--- config.mk ---
export PLATFORM = sky130hd
export DESIGN_NAME = sqcg_horner_cell
export DESIGN_NICKNAME = d
export VERILOG_FILES = /design/src/sv/sqcg_pkg.sv /design/src/sv/sqcg_horner_cell.sv
export SDC_FILE = /design/constraint.sdc
export NUM_CORES = 1
export LEC_CHECK = 0
export BUFFER_PORTS_ARGS = -buffer_cell sky130_fd_sc_hd__buf_2
export CELL_PAD_IN_SITES_DETAIL_PLACEMENT = 1
export CELL_PAD_IN_SITES_GLOBAL_PLACEMENT = 1
export CORE_ASPECT_RATIO = 0.6
export CORE_MARGIN = 4
export CORE_UTILIZATION = 49
export DETAILED_ROUTE_END_ITERATION = 7
export PLACE_DENSITY_LB_ADDON = 0.2
export SYNTH_ARGS = -nofsm -noshare
export SYNTH_HDL_FRONTEND = slang
export SYNTH_SLANG_ARGS = --single-unit
--- constraint.sdc ---
create_clock -name clk -period 15.85 [get_ports clk]
set_input_delay 3.17 -clock clk [delete_from_list [all_inputs] [get_ports clk]]
set_output_delay 3.17 -clock clk [all_outputs]
set_load 0.02 [all_outputs]
--- src/sv/sqcg_pkg.sv ---
// Shared types, constants and arithmetic helpers for the sprite quad corner generator.
`default_nettype none
package sqcg_pkg;

	localparam int COORD_BITS = 24;
	localparam int ANGLE_BITS = 16;
	localparam int OFS_BITS   = COORD_BITS + 1;   // doubled-unit corner offsets
	localparam int MAG_BITS   = 17;               // Q16 magnitude, 65536 = 1.0
	localparam int TRIG_BITS  = MAG_BITS + 1;     // signed sine/cosine
	localparam int PROD_BITS  = OFS_BITS + TRIG_BITS;
	localparam int NUM_CELLS  = 3;

	typedef logic [MAG_BITS-1:0] mag_t;

	localparam mag_t SIN_A1  = 17'd102944;
	localparam mag_t SIN_A3  = 17'd42334;
	localparam mag_t SIN_A5  = 17'd5223;
	localparam mag_t SIN_A7  = 17'd297;
	localparam mag_t Q16_ONE = 17'd65536;

	// Horner coefficients in chain order
	localparam mag_t HORNER_COEF [NUM_CELLS] = '{SIN_A5, SIN_A3, SIN_A1};

	typedef enum logic [2:0] {
		ROT_NONE  = 3'b001,
		ROT_PLUS  = 3'b010,
		ROT_MINUS = 3'b100
	} rot_t;

	typedef struct packed {
		logic [3:0]                   anchor_mode;
		logic signed [COORD_BITS-1:0] anchor_x;
		logic signed [COORD_BITS-1:0] anchor_y;
		logic [COORD_BITS-2:0]        width;
		logic [COORD_BITS-2:0]        height;
		logic [ANGLE_BITS-1:0]        angle;
	} item_t;

	typedef struct packed {
		logic signed [COORD_BITS-1:0] top_left_x;
		logic signed [COORD_BITS-1:0] top_left_y;
		logic signed [COORD_BITS-1:0] top_right_x;
		logic signed [COORD_BITS-1:0] top_right_y;
		logic signed [COORD_BITS-1:0] bottom_left_x;
		logic signed [COORD_BITS-1:0] bottom_left_y;
		logic signed [COORD_BITS-1:0] bottom_right_x;
		logic signed [COORD_BITS-1:0] bottom_right_y;
	} corners_t;

	typedef struct packed {
		logic signed [COORD_BITS-1:0] ax;
		logic signed [COORD_BITS-1:0] ay;
		logic signed [OFS_BITS-1:0]   xo0;
		logic signed [OFS_BITS-1:0]   xo1;
		logic signed [OFS_BITS-1:0]   yo0;
		logic signed [OFS_BITS-1:0]   yo1;
		rot_t                         rot;
	} geom_t;

	// lane 0 is sine, lane 1 is cosine
	typedef struct packed {
		geom_t      g;
		mag_t [1:0] x;
		logic [1:0] neg;
		mag_t [1:0] z;
		mag_t [1:0] p;
	} stage_t;

	// (a*b) rounded half up to Q16
	function automatic mag_t mulq16(input mag_t a, input mag_t b);
		logic [2*MAG_BITS-1:0] pr;
		pr = {{MAG_BITS{1'b0}}, a} * {{MAG_BITS{1'b0}}, b} + (2*MAG_BITS)'(32768);
		return pr[16 +: MAG_BITS];
	endfunction

endpackage
`default_nettype wire

--- src/sv/sqcg_horner_cell.sv ---
// One Horner cell of the sine polynomial chain: p <= COEF - p*z, both lanes.
`default_nettype none
module sqcg_horner_cell #(
	parameter sqcg_pkg::mag_t COEF = sqcg_pkg::SIN_A5
) (
	input  wire logic            clk,
	input  wire logic            arst_n,
	input  wire logic            in_valid,
	input  wire sqcg_pkg::stage_t in_data,
	output logic                 in_ready,
	output logic                 out_valid,
	output sqcg_pkg::stage_t     out_data,
	input  wire logic            out_ready
);
	import sqcg_pkg::*;

	stage_t nxt;

	assign in_ready = !out_valid || out_ready;

	always_comb begin
		nxt = in_data;
		for (int i = 0; i < 2; i++) begin
			nxt.p[i] = COEF - mulq16(in_data.p[i], in_data.z[i]);
		end
	end

	always_ff @(posedge clk or negedge arst_n) begin
		if (!arst_n) begin
			out_valid <= 1'b0;
		end else if (in_ready) begin
			out_valid <= in_valid;
		end
	end

	always_ff @(posedge clk) begin
		if (in_ready) begin
			out_data <= nxt;
		end
	end

endmodule
`default_nettype wire

==> results of run 1 <==
## cells in the final DEF, fill, tap and decap left out, drive strengths merged, types with 15 or more instances in the layout
| master | n |
|---|---|
| o21ai | 31 |
| nor3 | 15 |
| nor2 | 40 |
| nand2 | 337 |
| and2 | 285 |
| edfxtp | 255 |
| a21oi | 48 |
| ha | 226 |
| inv | 562 |
| clkbuf | 29 |
| buf | 520 |
| fa | 446 |
| xnor2 | 35 |
| xor2 | 18 |
## how the worst max path moves through the flow
stage               cells past startpoint  slack (ps)      endpoint
floorplan                               1        3250      in_ready
global placement                       25        5580  out_data[16]
detailed placement                     24        5440  out_data[33]
CTS                                    22        6040  out_data[33]
global route                           23        5550  out_data[33]
finish                                 22        5890  out_data[33]
## cell usage after synthesis, drive strengths merged (4+ instances only)
master   instances
a211o            5
edfxtp         255
and3             7
nand3b           5
nor2b            8
buf              6
a21oi           48
nor3            15
o211ai          14
a211oi           6
nand3           13
o2111ai          4
inv            558
fa             446
nand4            8
and2           285
xnor2           35
nand2b           4
or3              7
o21ai           31
o31ai            4
xor2            18
mux2i            6
nor2            40
a21o            14
clkbuf          82
nor3b            4
nand4b           6
a31oi            6
o21a             5
nand2          337
ha             226
## kinds of logic after synthesis
group	count (synthesis)
xor+xnor	53
flops	256
buf+inv	646
simple gates	750
compound gates	167
mux	8
fa+ha+maj	672
## stage by stage
stage / instance area (um2) / util [%]
3_5_place_dp: 30800 / 55.24
4_1_cts: 31700 / 56.87
5_1_grt: 31710 / 56.88
2_1_floorplan: 27580 / -
6_report: 31720 / 56.90
3_3_place_gp: 30800 / 55.24
## metal layers
layer / wire length, um / GRT usage [%] / up-vias
li1: - / - / 8835
met2: 42880 / 50.21 / 758
met1: 39760 / 42.80 / 10680
met5: 50 / 0 / -
met4: 3120 / 9.367 / 8
met3: 9009 / 9.361 / 148
## cell type report
class	count	share of cell area (%)
multi-input combinational	1650	55.03
inverter	558	6.603
sequential	256	24.22
tap	759	2.994
clock inverter	21	0.6982
timing repair buffer	520	8.244
clock buffer	29	2.154
antenna	7	0.05522
## flip-flops by register name, summed over array words and instances, names as in the netlist
name,flops
out_data,255
out_valid,1
## critical path, cell delays in order
cell and delay (ps):
buf_2 460, nand2_1 170, fa_1 570, inv_1 60, fa_1 480, fa_1 590, fa_1 480, fa_1 560
inv_1 70, fa_1 480, inv_1 40, ha_1 360, a21oi_1 250, o21ai_0 210, or3b_1 410, o21ai_0 360
xnor2_1 360, a31oi_4 90, a21boi_2 510, o21a_4 260, mux2i_1 250, nor3_2 70
==> impl_metrics.toml, run 1 <==
[run_status]
status = "completed"

[cells_and_area]
finalNetCount = 3944
final-seq-area_um2 = 7682
multiInputGateArea_um2 = 17460
final_cells = 3800
syn_to_final_growth_pct = 15.03
drive_gt1_share_pct = 20.11
nFillCells = 6194

[timing]
fin_crit_sh_pct = 62.87
setup_tns_ps = 0
hold_viol = 0
relSlewSlack_pct = 34.76
fin_crit_ps = 9965
drv_slew = 0
final-setup-viol-count = 0
fin_ws_ps = 5885
fmax_ghz = 0.1004
tightest_slew_ps = 978.6
whs_ps = 1162
fin_skew_ps = 46.03
rsz0062_at_grt = "no"

[floorplanning]
chipHeight_um = 191.8
core-area_um2 = 55750
rows = 67
die_area_um2 = 60260
io_pins = 516
fp.dieW_um = 314.3
start_util_pct = 49.46

[grt]
antenna_found_initial = 15
first_global_vias = 23090
track_usage_pct = 31.75
overflow = 0
grt_pass1_wl_um = 142800
grt_max_degree = 76

[hold_path]
hold_path.class = "flip-flop to flip-flop"
min_from = "out_valid"
holdPathStages = 2
worstHoldEndpoint = "out_data[9]"

[synth]
synth_area_um2 = 27580
yosysTopAreaCellShare_pct = 32.38
syn_inst = 2552
synth_mux_area_share_pct = 0.2995
synth-xor-area-share_pct = 1.683
yosys.area.top_type = "fa_1"
synth_fa_ha_area_share_pct = 42.63
yosysSeqAreaShare_pct = 27.86
syn-mean-instance-area_um2 = 10.81
synth-simple-area-share_pct = 13.87
netlist_top_cells_area = "fa_1 (32%), edfxtp_1 (28%), ha_1 (10%), inv_1 (7.6%), and2_1 (6.5%)"
synth_async_sr_flop_share_pct = 0.3906
synth_cell_types = 84
synth_top_family_by_area = "adder cells"
yosys_warnings = 0
syn_nets = 3483
synthFlopType = "edfxtp_1"
synth_compound_area_share_pct = 4.787
ys_ff_latch = 256
synth_edf_count = 255

[setup_path]
critical_path_class = "primary input to flip-flop"
cp-start-kind = "primary input"
crit_required_ps = 16180
reg2reg_depth = 3
endpoint_kind = "flip-flop"
worstReg2RegStart = "out_valid"
rr_endpoint = "out_data[51]"
worstSetupStartpoint = "in_data[59]"
critPathArrivalTime_ps = 10300
reg2reg_slack_ps = 13280
cp_max_fo = 18

[placement]
dp_hpwl_um = 77310
pre_cts_ws_ps = 5436
dp.cells = 3743
io_buffers = 515
place.gp.congestion = 0.9243

[clock_tree]
cts_max_path_buffers = 3
clk_latency_ps = 620
clock_sinks = 256
root_buffer = "clkbuf_16"
cts_tree = "built"
numCtsBuffers = 27
clkTransAtPathRegs_ps = 80
htree_levels = 1
cts_setup_buffers = 0
postCtsResizedCells = 0
ctsHoldBuffers = 0

[routing]
avgViaCountPerCell = 5.377
drc = 0
vias = 20430
dr.pass1.iters = 5
detail_route.wirelength_um = 94820
wl_per_cell_um = 24.95
drt-initial-drc-count = 1334
ant_nets = 0

[run]
drv_cap = 0
Power of run 1 is not shown: default switching activity piles up to over one toggle a cycle in this logic, so the estimate is an artifact.
==> inputs of run 2 (changes only) <==
--- a/config.mk
+++ b/config.mk
@@ -5,12 +5,13 @@
 export SDC_FILE = /design/constraint.sdc
 export NUM_CORES = 1
 export LEC_CHECK = 0
+export ABC_AREA = 1
 export BUFFER_PORTS_ARGS = -buffer_cell sky130_fd_sc_hd__buf_2
 export CELL_PAD_IN_SITES_DETAIL_PLACEMENT = 1
 export CELL_PAD_IN_SITES_GLOBAL_PLACEMENT = 1
 export CORE_ASPECT_RATIO = 0.6
 export CORE_MARGIN = 4
-export CORE_UTILIZATION = 49
+export CORE_UTILIZATION = 40
 export DETAILED_ROUTE_END_ITERATION = 7
 export PLACE_DENSITY_LB_ADDON = 0.2
 export SYNTH_ARGS = -nofsm -noshare
==> constraint.sdc (replaced) <==
create_clock -name clk -period 9.15 [get_ports clk]
set_input_delay 1.83 -clock clk [delete_from_list [all_inputs] [get_ports clk]]
set_output_delay 1.83 -clock clk [all_outputs]
set_load 0.02 [all_outputs]
==> impl_metrics.toml, run 2 <==
[synth]
syn_inst = 3405
synth_top_family_by_area = "adder cells"
synth-simple-area-share_pct = 16.45
yosys_warnings = 0
ys_ff_latch = 256
yosysSeqAreaShare_pct = 26.13
synth_mux_area_share_pct = 0
synth_edf_count = 255
yosys-top-cells-count = "inv_1 (1024), nand2_1 (962), fa_1 (446)"
synth_cell_types = 35
synth_async_sr_flop_share_pct = 0.3906
syn-mean-instance-area_um2 = 8.634
synth_fa_ha_area_share_pct = 39.99
synth_area_um2 = 29400
synth_most_common_cell = "inv_1"
yosysTopAreaCellShare_pct = 30.37
netlist_top_cells_area = "fa_1 (30%), edfxtp_1 (26%), inv_1 (13%), nand2_1 (12%), ha_1 (9.6%)"
yosys.area.top_type = "fa_1"
synth-xor-area-share_pct = 1.043
synth_compound_area_share_pct = 1.502
syn_nets = 4336
synthFlopType = "edfxtp_1"

[clock_tree]
numCtsBuffers = 27
clkTransAtPathRegs_ps = 60
cts_setup_buffers = 0
cts_tree = "built"
postCtsResizedCells = 0
ctsHoldBuffers = 0
root_buffer = "clkbuf_16"
htree_levels = 1
cts_max_path_buffers = 3
clk_latency_ps = 600
clock_sinks = 256

[routing]
avgViaCountPerCell = 4.709
wl_per_cell_um = 19.03
dr.pass1.iters = 5
drc = 0
detail_route.wirelength_um = 91620
ant_nets = 0
vias = 22670
drt-initial-drc-count = 1585

[cells_and_area]
final_common_cell = "inv_1"
final_cell_mix = "inv_1 (1024), nand2_1 (961), buf_2 (515)"
stdcell_area_um2 = 33590
largest_reg_flops = 255
syn_to_final_growth_pct = 14.27
reg.largest.list = "out_data x255, out_valid x1"
final_cells = 4815
largest_register = "out_data"
drive_gt1_share_pct = 15.94
finalNetCount = 4749

[timing]
fmax_ghz = 0.1301
fin_crit_ps = 7686
tightest_slew_ps = 907.4
drv_slew = 0
fin_skew_ps = 14.70
final-setup-viol-count = 0
fin_crit_sh_pct = 84.00
hold_viol = 0
rsz0062_at_grt = "no"
relSlewSlack_pct = 39.51
fin_ws_ps = 1464
setup_tns_ps = 0

[placement]
pre_cts_ws_ps = 898.0
dp.cells = 4764
dpl-instance-area_um2 = 32720
place.gp.congestion = 0.9192
dp_hpwl_um = 77050
io_buffers = 515

[floorplanning]
rows = 76
die_area_um2 = 78040
io_pins = 516
core-area_um2 = 72270
chipHeight_um = 218.0
fp.dieW_um = 358.0
start_util_pct = 40.68

[setup_path]
worstSetupStartpoint = "in_data[54]"
crit_required_ps = 9490
cp-start-kind = "primary input"
critical_path_class = "primary input to flip-flop"
reg2reg_slack_ps = 6910
worstReg2RegStart = "out_valid"
reg2reg_depth = 2
endpoint_kind = "flip-flop"
critPathArrivalTime_ps = 8030
rr_endpoint = "out_data[69]"
cp_max_fo = 18
endpoint = "out_data[30]"

[grt]
grt_pass1_wl_um = 143500
first_global_vias = 24610
grt_max_degree = 83
overflow = 0
antenna_found_initial = 7
track_usage_pct = 23.90

[run_status]
status = "completed"

[hold_path]
hold_path.class = "primary input to asynchronous set/reset pin"

[run]
drv_cap = 0
==> run 2: changes by cell type in the layout (fill, tap and decap cells not counted), sizes merged, moves of 7 or more <==
cell | before | now
nand2 | 337 | 987
inv | 562 | 1029
and2 | 285 | 4
nand3 | 13 | 80
nor2 | 40 | 102
xnor2 | 35 | 7
o21ai | 31 | 15
a21o | 14 | 0
o211ai | 14 | 0
clkbuf | 29 | 40
xor2 | 18 | 28
nor2b | 8 | 0
or3 | 7 | 0
==> run 2: cell type report <==
type	count	area (um2)
Fill cell	8767	38670
Multi-Input combinational cell	1987	17360
Sequential cell	256	7682
Inverter	1026	3851
Timing Repair Buffer	520	2615
Tap cell	975	1220
Clock buffer	40	764.5
Clock inverter	10	103.9
Antenna cell	1	2.502
==> run 2: worst max-delay path, cell delays in order <==
cell,delay (ps)
buf_2,400
nand2_1,160
fa_1,540
fa_1,570
inv_1,60
fa_1,480
fa_1,510
fa_1,490
inv_1,50
fa_1,470
inv_1,40
ha_1,350
nand2_1,100
inv_1,80
nand2_1,100
o21ai_0,430
inv_1,110
nand2_1,90
nand2_1,60
and2_1,140
ha_1,210
inv_1,60
nand2_1,80
nor2_2,140
nor2_2,80
nand2_1,120
nand2_2,80
xor2_1,150
==> run 2: cells by family (layout without fill, tap and decap cells) <==
| family | Yosys count | count (layout) |
|---|---|---|
| buffers and inverters | 1162 | 1596 |
| AND/OR/NAND/NOR | 1203 | 1203 |
| adder cells (fa/ha/maj) | 672 | 672 |
| AO/OA/AOI/OAI | 77 | 77 |
| XOR/XNOR | 35 | 35 |
| other | 0 | 1 |
| flip-flops | 256 | 256 |
==> run 2: per-layer routing <==
layer  up-vias  track usage [%]  part of all wire, %
met4         4            3.191                  1.4
met2       646            35.02                   41
met5         -                0                0.029
li1      10630                -                    -
met1     11340            37.67                   50
met3        55            4.289                  7.4
==> run 2: worst min-delay path by stage <==
stage / slack (ps) / startpoint / depth (start not counted) / to
6_report: 1010 / arst_n / 1 / out_valid
3_5_place_dp: 1050 / out_valid / 2 / out_valid
3_3_place_gp: 1020 / out_valid / 2 / out_valid
4_1_cts: 960 / arst_n / 1 / out_valid
5_1_grt: 980 / arst_n / 1 / out_valid
2_1_floorplan: 1530 / arst_n / 0 / out_valid
==> run 2: stage by stage <==
stage | hold slack, ps | utilization (%)
finish | 1010 | 46.49
global route | 977.0 | 46.49
CTS | 961.1 | 46.48
detailed placement | 1050 | 45.28
global placement | 1023 | 45.28
floorplan | 1534 | -
Power of run 2 is left out for the same reason.
